`config.mk`:
```
export PLATFORM = sky130hd
export DESIGN_NAME = ssa_cfg
export DESIGN_NICKNAME = d
export VERILOG_FILES = /design/src/hdl/ssa_pkg.sv /design/src/hdl/ssa_cfg.sv
export SDC_FILE = /design/constraint.sdc
export NUM_CORES = 1
export LEC_CHECK = 0
export BUFFER_PORTS_ARGS = -buffer_cell sky130_fd_sc_hd__buf_2
export CORE_MARGIN = 10
export CORE_UTILIZATION = 51
export CTS_CLUSTER_DIAMETER = 120
export DETAILED_ROUTE_END_ITERATION = 8
export PLACE_DENSITY = 0.86
export SETUP_SLACK_MARGIN = 0.5
export SYNTH_ARGS = -nofsm -noshare
export SYNTH_HDL_FRONTEND = slang
export SYNTH_SLANG_ARGS = --single-unit
```
`constraint.sdc`:
```
create_clock -name clk -period 5.1 [get_ports clk]
set_input_delay 1.02 -clock clk [delete_from_list [all_inputs] [get_ports clk]]
set_output_delay 1.02 -clock clk [all_outputs]
set_load 0.005 [all_outputs]
```
`src/hdl/ssa_pkg.sv`:
```
// Shared types and constants for the seat slot allocator.
package ssa_pkg;

    localparam int WAGONS_DEF  = 8;
    localparam int SEATS_DEF   = 64;
    localparam int ID_BITS_DEF = 16;

    localparam int CFG_REGS   = 8;
    localparam int CFG_ADDR_W = 5;
    localparam int PDATA_W    = 32;
    localparam int CNT_W      = 7;

    localparam int ACT_W   = 2;
    localparam int PID_W   = 16;
    localparam int WAGON_W = 4;
    localparam int SEAT_W  = 7;

    typedef logic [CNT_W-1:0] seat_cnt_t;

    typedef enum logic [ACT_W-1:0] {
        ACT_ALLOC   = 2'd0,
        ACT_LOCATE  = 2'd1,
        ACT_RELEASE = 2'd2,
        ACT_ASSIGN  = 2'd3
    } action_t;

endpackage

```
`src/hdl/ssa_cfg.sv`:
```
// APB register file holding the per-wagon seat counts.
module ssa_cfg
    import ssa_pkg::*;
#(
    parameter int WAGONS = WAGONS_DEF
) (
    input  logic                  clk,
    input  logic                  rst_n,
    input  logic                  psel,
    input  logic                  penable,
    input  logic                  pwrite,
    input  logic [CFG_ADDR_W-1:0] paddr,
    input  logic [PDATA_W-1:0]    pwdata,
    output logic [PDATA_W-1:0]    prdata,
    output logic                  pready,
    output seat_cnt_t             cnt [WAGONS]
);

    seat_cnt_t               cnt_reg [CFG_REGS];
    logic [CFG_ADDR_W-3:0]   reg_idx;

    assign reg_idx = paddr[CFG_ADDR_W-1:2];
    assign pready  = 1'b1;
    assign prdata  = PDATA_W'(cnt_reg[reg_idx]);

    always_ff @(posedge clk or negedge rst_n)
    begin
        if (!rst_n)
        begin
            for (int i = 0; i < CFG_REGS; i++)
            begin
                cnt_reg[i] <= '0;
            end
        end
        else if (psel && penable && pwrite)
        begin
            cnt_reg[reg_idx] <= pwdata[CNT_W-1:0];
        end
    end

    always_comb
    begin
        for (int i = 0; i < WAGONS; i++)
        begin
            cnt[i] = cnt_reg[i];
        end
    end

endmodule

```
Word-level counts from Yosys, hierarchy flattened
Index checks and enable logic that the tools add are counted.
Widths: inputs -> output; s select.

word-level totals
  register bits after elaboration = 56
  bits of input ports = 42
  logic and storage cells = 20

operators by class
  order comparisons = 2
  multiplexer cells = 6
  bitwise operators = 1
  reductions and logical operators = 3

operator list
  kind                count
  $bwmux 56           1
  $bmux 7 s3          1
  $demux 7 s3         1
  $mux 7              3
  $ge 4x4->1 const B  1
  $lt 4x1->1 const B  1
  $not 3->4           1
  $logic_and 1x1->1   3

Logic depth before layout (Yosys ltp)
Gate-level depths: netlist of the first run.

  word-level depth = 6
  mapped depth = 5
  gate-level depth less buffers = 3

Least setup slack after synthesis of the first run
No wires, ideal clock.

  path type = input -> output
  from = input port paddr[2]
  to = output port prdata[1]
  data arrival time = 2.018 ns
  required time = 4.080 ns
  setup slack = 2.062 ns
  stages on the path = 3
  buffers on the path = 1
  path through = buf_2 mux4_2 mux2_2

on the way
  word-level cells in the longest chain between the ends = 4

ends and longest elaborated chain
  element                                    RTL line       source
  start: declaration                         ssa_cfg.sv:12  input logic [CFG_ADDR_W-1:0] paddr,
  $not 3->4 (not written as such)            ssa_cfg.sv:24  assign prdata = PDATA_W'(cnt_reg[reg_idx]);
  $bmux 7 s3                                 ssa_cfg.sv:24
  $mux 7 (not written as such) (2 in a row)  ssa_cfg.sv:24
  end: declaration                           ssa_cfg.sv:14  output logic [PDATA_W-1:0] prdata,

No other way between the ends. The select of a mux whose other input is x is not followed.

Worst setup path in the final report of the first run
  from = input port paddr[2]
  to = output port prdata[3]

The elaborated chain is that of the path after synthesis.

==> impl_metrics.env, run 1 <==
export IMPL_min_path_type="flop to flop"
export IMPL_overflow=0
export IMPL_path_cells="buf_2 -> mux4_2 -> mux2_2 -> buf_2"
export IMPL_cp_max_fo=31
export IMPL_critPathCaptureType="primary output"
export IMPL_hp_start="cnt[27]"
export IMPL_r2r_end="cnt[37]"
export IMPL_worstPathRequired_ns=4.08
export IMPL_synthTopCellsByArea="dfrtp_1 49%, mux2_2 21%, buf_4 6.8%"
export IMPL_clk_pin_slew_worst_paths_ns=0.09
export IMPL_crit_type="primary input to primary output"
export IMPL_hold_end="cnt[27]"
export IMPL_clock_path_buffers=2
export IMPL_rows=27
export IMPL_synth_top_area_cell="dfrtp_1"
export IMPL_cpMaxStageDelayCell="mux4_2"
export IMPL_holdWs_ns=0.525
export IMPL_power_leakage_nw=1.67
export IMPL_slew_limit_headroom=0.450
export IMPL_grt_pass1_wl_um=11000
export IMPL_worst_pin_slew_ns=0.820
export IMPL_dieWidth_um=95.1
export IMPL_fin_skew_ns=0
export IMPL_wirelength_um=7160
export IMPL_drv_slew=0
export IMPL_synthCells=209
export IMPL_utilization=0.598
export IMPL_rsz0062_at_grt="no"
export IMPL_worst_r2r_cell_count=1
export IMPL_ios=131
export IMPL_rrSetupSlack_ns=4.31
export IMPL_vias=1939
export IMPL_final_cell_mix="77 x buf_2, 56 x dfrtp_1, 53 x mux2_2, 26 x conb_1, 7 x mux2_4"
export IMPL_syn_to_final_growth_pct=14.5
export IMPL_tns_ns=0
export IMPL_cts_sinks=56
export IMPL_postCtsSetupRepairBufs=0
export IMPL_root_buffer="clkbuf_8"
export IMPL_fin_crit_ns=3.55
export IMPL_r2r_start="cnt[37]"
export IMPL_core_area_sq_um=5510
export IMPL_ys_seq_area_frac=0.487
export IMPL_final_common_cell="buf_2"
export IMPL_synth_top_cell_area_share=0.487
export IMPL_avgRoutedWirePerCell_um=20.1
export IMPL_drc=0
export IMPL_io_buffers=77
export IMPL_vdd_drop_max_mv=0.210
export IMPL_ys_warn_count=0
export IMPL_yosysUniqueCellTypes=38
export IMPL_cts_tree="built"
export IMPL_critPathMaxStageDelay_ns=0.59
export IMPL_gp_congestion=0.726
export IMPL_cap_violations=0
export IMPL_cts_resized=0
export IMPL_ys_async_sr_fraction=1.00
export IMPL_num_antenna_cells=0
export IMPL_crit_buf_inv=2
export IMPL_dieHeight_um=95.1
export IMPL_post_dp_cell_area_sq_um=3200
export IMPL_firstDrtPassIters=4
export IMPL_detailed_place_hpwl_um=5150
export IMPL_cp_top_family="multiplexers"
export IMPL_drive_gt1_frac=0.567
export IMPL_finalCritPeriodShare=0.697
export IMPL_p_per_area_nw_per_um2=346
export IMPL_synth_edff_count=0
export IMPL_critPathLaunchType="primary input"
export IMPL_synth_seq_cells=56
export IMPL_worstPathArrival_ns=2.53
export IMPL_numCtsBuffers=5
export IMPL_first_iter_violations=52
export IMPL_syn_cell_area_sq_um=2880
export IMPL_antenna_found_initial=0
export IMPL_grt_usage=0.157
export IMPL_holdPathStages=1
export IMPL_max_freq_ghz=0.281
export IMPL_dieArea_sq_um=9050
export IMPL_initial_core_util=0.523
export IMPL_largest_register_ffs=56
export IMPL_first_global_vias=2032
export IMPL_final_net_count=325
export IMPL_clock_latency_ns=0.30
export IMPL_setup_viol=0
export IMPL_status="completed"
export IMPL_cts_max_level=2
export IMPL_syn_avg_cell_area_sq_um=13.8
export IMPL_grt_max_degree=57
export IMPL_vias_per_cell=5.45
export IMPL_cts_hold_buffers=0
export IMPL_crit_top_cell="buf_2"
export IMPL_finalInstanceArea_sq_um=3290
export IMPL_hold_violations=0
export IMPL_ant_nets=0
export IMPL_ys_flop_type="dfrtp_1"
area by class of cell:
| class | instances | area [sq um] |
|---|---|---|
| clock buffers | 5 | 68.8 |
| clock inverters | 3 | 23.8 |
| fillers | 480 | 2210 |
| inverters | 1 | 3.75 |
| multi-input cells | 141 | 1310 |
| flip-flops and latches | 56 | 1400 |
| well taps | 72 | 90.1 |
| repair buffers | 78 | 393 |
where the power goes:
group / total (mW) / switching, mW / internal, mW
sequential: 0.595 / 0.0643 / 0.530
combinational: 0.303 / 0.128 / 0.175
clock: 0.243 / 0.145 / 0.0976
total: 1.14 / 0.337 / 0.803
logic make-up (layout without fill, tap and decap cells):
logic type,Yosys count,in the layout,synth area share
buffers and inverters,36,87,0.0878
other,2,26,0.00261
AO/OA/AOI/OAI,18,18,0.0487
AND/OR/NAND/NOR,26,26,0.0652
multiplexers,71,71,0.309
flip-flops,56,56,0.487
stage by stage:
step	total power [mW]	setup slack (ns)	cells
detailed placement	0.913	1.55	348
floorplan	0.767	2.06	233
finish	1.14	1.55	356
global placement	0.896	1.58	348
CTS	1.16	1.54	356
global route	1.21	1.46	356
synth_stat cells (2+ instances only):
master / instances
buf_2: 4
buf_6: 2
a32oi_1: 2
clkbuf_1: 2
mux2_2: 53
conb_1: 2
a221oi_1: 2
o21ai_0: 4
mux2_4: 7
nand2_1: 2
mux4_2: 6
buf_4: 26
o211a_1: 2
nand3b_1: 5
nor2_2: 6
dfrtp_1: 56
mux2i_1: 4
nand2b_1: 3
a22o_1: 2
layer usage:
layer  vias up  GRT usage  wire length, um
li1        862          -                -
met1       987      0.199             2910
met2        88      0.256             3410
met3         2     0.0503              815
met4         0     0.0337               23
met5         -          0                0
worst max path at each step:
| stage | startpoint | end | slack, ns | depth (start not counted) |
|---|---|---|---|---|
| after floorplan | paddr[2] | prdata[1] | 2.06 | 3 |
| after global placement | paddr[2] | prdata[3] | 1.58 | 4 |
| after detailed placement | paddr[2] | prdata[6] | 1.55 | 4 |
| after CTS | paddr[2] | prdata[6] | 1.54 | 4 |
| after global routing | paddr[2] | prdata[3] | 1.46 | 4 |
| final | paddr[2] | prdata[3] | 1.55 | 4 |
(Power assumes the default switching activity.)
==> run 2, diff against run 1 <==
--- a/config.mk
+++ b/config.mk
@@ -7,10 +7,10 @@
 export LEC_CHECK = 0
 export BUFFER_PORTS_ARGS = -buffer_cell sky130_fd_sc_hd__buf_2
 export CORE_MARGIN = 10
-export CORE_UTILIZATION = 51
+export CORE_UTILIZATION = 47
 export CTS_CLUSTER_DIAMETER = 120
 export DETAILED_ROUTE_END_ITERATION = 8
-export PLACE_DENSITY = 0.86
+export PLACE_DENSITY = 0.8
 export SETUP_SLACK_MARGIN = 0.5
 export SYNTH_ARGS = -nofsm -noshare
 export SYNTH_HDL_FRONTEND = slang
==> constraint.sdc (replaced) <==
create_clock -name clk -period 3.35 [get_ports clk]
set_input_delay 0.67 -clock clk [delete_from_list [all_inputs] [get_ports clk]]
set_output_delay 0.67 -clock clk [all_outputs]
set_load 0.005 [all_outputs]
==> run 2 against run 1 <==
Global-route usage is 0.83 points lower. Hold slack worse by 0.20 ns. Sequential share of layout area is 0.56 points lower. Sequential power is 52% higher. Clock skew stayed put. Via count is 0.93% higher. Clock power is 79% higher. Cell count is 1.7% higher. Die area is 6.7% higher. Critical endpoint is now prdata[0]. Largest cell class unchanged.
==> impl_metrics.env, run 2 (synthesized netlist as in run 1, its figures left out) <==
export IMPL_postCtsSetupRepairBufs=0
export IMPL_cts_hold_buffers=0
export IMPL_wirelength_um=7390
export IMPL_drive_gt1_frac=0.568
export IMPL_core_area_sq_um=5920
export IMPL_root_buffer="clkbuf_8"
export IMPL_rsz0062_at_grt="no"
export IMPL_utilization=0.564
export IMPL_io_buffers=77
export IMPL_worstPathRequired_ns=2.68
export IMPL_multi_input_area_sq_um=1310
export IMPL_first_iter_violations=71
export IMPL_hold_violations=0
export IMPL_max_freq_ghz=0.364
export IMPL_worst_r2r_cell_count=1
export IMPL_maxUsedRoutingLayer="met4"
export IMPL_cts_max_level=2
export IMPL_final_common_cell="buf_2"
export IMPL_drc=0
export IMPL_cap_violations=0
export IMPL_p_per_area_nw_per_um2=540
export IMPL_grt_max_degree=29
export IMPL_initial_core_util=0.486
export IMPL_final_cell_mix="76 x buf_2, 56 x dfrtp_1, 53 x mux2_2, 26 x conb_1, 7 x mux2_4"
export IMPL_first_global_vias=2112
export IMPL_antenna_found_initial=0
export IMPL_ff_latch_area_sq_um=1400
export IMPL_setup_viol=0
export IMPL_syn_to_final_growth_pct=16.0
export IMPL_worst_pin_slew_ns=0.613
export IMPL_critPathCaptureType="primary output"
export IMPL_worstPathArrival_ns=2.08
export IMPL_firstDrtPassIters=4
export IMPL_numCtsBuffers=5
export IMPL_nFillCells=517
export IMPL_detailed_place_hpwl_um=5460
export IMPL_slew_limit_headroom=0.591
export IMPL_vias=1957
export IMPL_power_leakage_nw=1.70
export IMPL_grt_pass1_wl_um=11600
export IMPL_finalCritPeriodShare=0.821
export IMPL_cp_max_fo=28
export IMPL_dieArea_sq_um=9650
export IMPL_drv_slew=0
export IMPL_critPathLaunchType="primary input"
export IMPL_min_path_type="primary input to asynchronous set/reset pin"
export IMPL_clock_latency_ns=0.31
export IMPL_clk_pin_slew_worst_paths_ns=0.09
export IMPL_overflow=0
export IMPL_cts_sinks=56
export IMPL_met1Wirelength_um=3100
export IMPL_met2_wirelength_um=3550
export IMPL_status="completed"
export IMPL_dieWidth_um=98.3
export IMPL_ios=131
export IMPL_rows=28
export IMPL_fin_skew_ns=0
export IMPL_gp_congestion=0.795
export IMPL_grt_usage=0.148
export IMPL_final_net_count=328
export IMPL_vias_per_cell=5.41
export IMPL_avgRoutedWirePerCell_um=20.4
export IMPL_fin_crit_ns=2.75
export IMPL_clock_path_buffers=2
export IMPL_tns_ns=0
export IMPL_crit_type="primary input to primary output"
export IMPL_wl_met3_um=624
export IMPL_dieHeight_um=98.3
export IMPL_cts_tree="built"
export IMPL_vdd_drop_max_mv=0.254
export IMPL_cts_resized=0
export IMPL_num_antenna_cells=0
export IMPL_ant_nets=0
export IMPL_largest_register_ffs=56
run 2: changes by cell type in the layout (fill, tap and decap cells not counted), sizes merged:
cell and change:
buf +2, bufinv +1, clkbuf +2, clkinvlp -2
run 2: worst max-delay path, stage by stage:
cell      delay, ns
buf_2          0.48
mux2_2         0.41
a221oi_1       0.24
o21ai_0        0.11
buf_2          0.14
run 2: final timing paths:
check	startpoint	to	slack [ns]
worst max-delay path	paddr[3]	prdata[0]	0.60
worst min-delay path	rst_n	cnt[27]	0.32
worst max register to register	cnt[24]	cnt[24]	2.55
worst min register to register	cnt[27]	cnt[27]	0.52
max in group asynchronous	rst_n	cnt[48]	2.39
min in group clk	cnt[27]	cnt[27]	0.52
run 2: routing by layer:
metal,up-vias,global-route usage
met5,-,0
met4,0,0.0540
met3,10,0.0571
met2,74,0.240
met1,1003,0.176
li1,870,-
run 2: power by group:
group	total (mW)	switching [mW]	internal [mW]
Sequential	0.904	0.0961	0.808
Combinational	0.466	0.197	0.269
Clock	0.434	0.212	0.222
Total	1.80	0.505	1.30
run 2: stage by stage:
stage	hold WS [ns]	setup WS [ns]	instance area, sq um	power [mW]	instances
after floorplan	0.374	1.01	2970	1.17	233
after global placement	0.486	0.559	3230	1.37	354
after detailed placement	0.503	0.523	3230	1.39	354
after CTS	0.323	0.534	3340	1.83	362
after global routing	0.352	0.535	3340	1.91	362
final	0.320	0.601	3340	1.80	362
run 2: final cells by class:
cell class / count / share of cell area
Tap cell: 75 / 0.0281
Timing Repair Buffer: 81 / 0.125
Multi-Input combinational cell: 141 / 0.394
Sequential cell: 56 / 0.420
Clock buffer: 6 / 0.0217
Inverter: 1 / 0.00112
Clock inverter: 2 / 0.0105
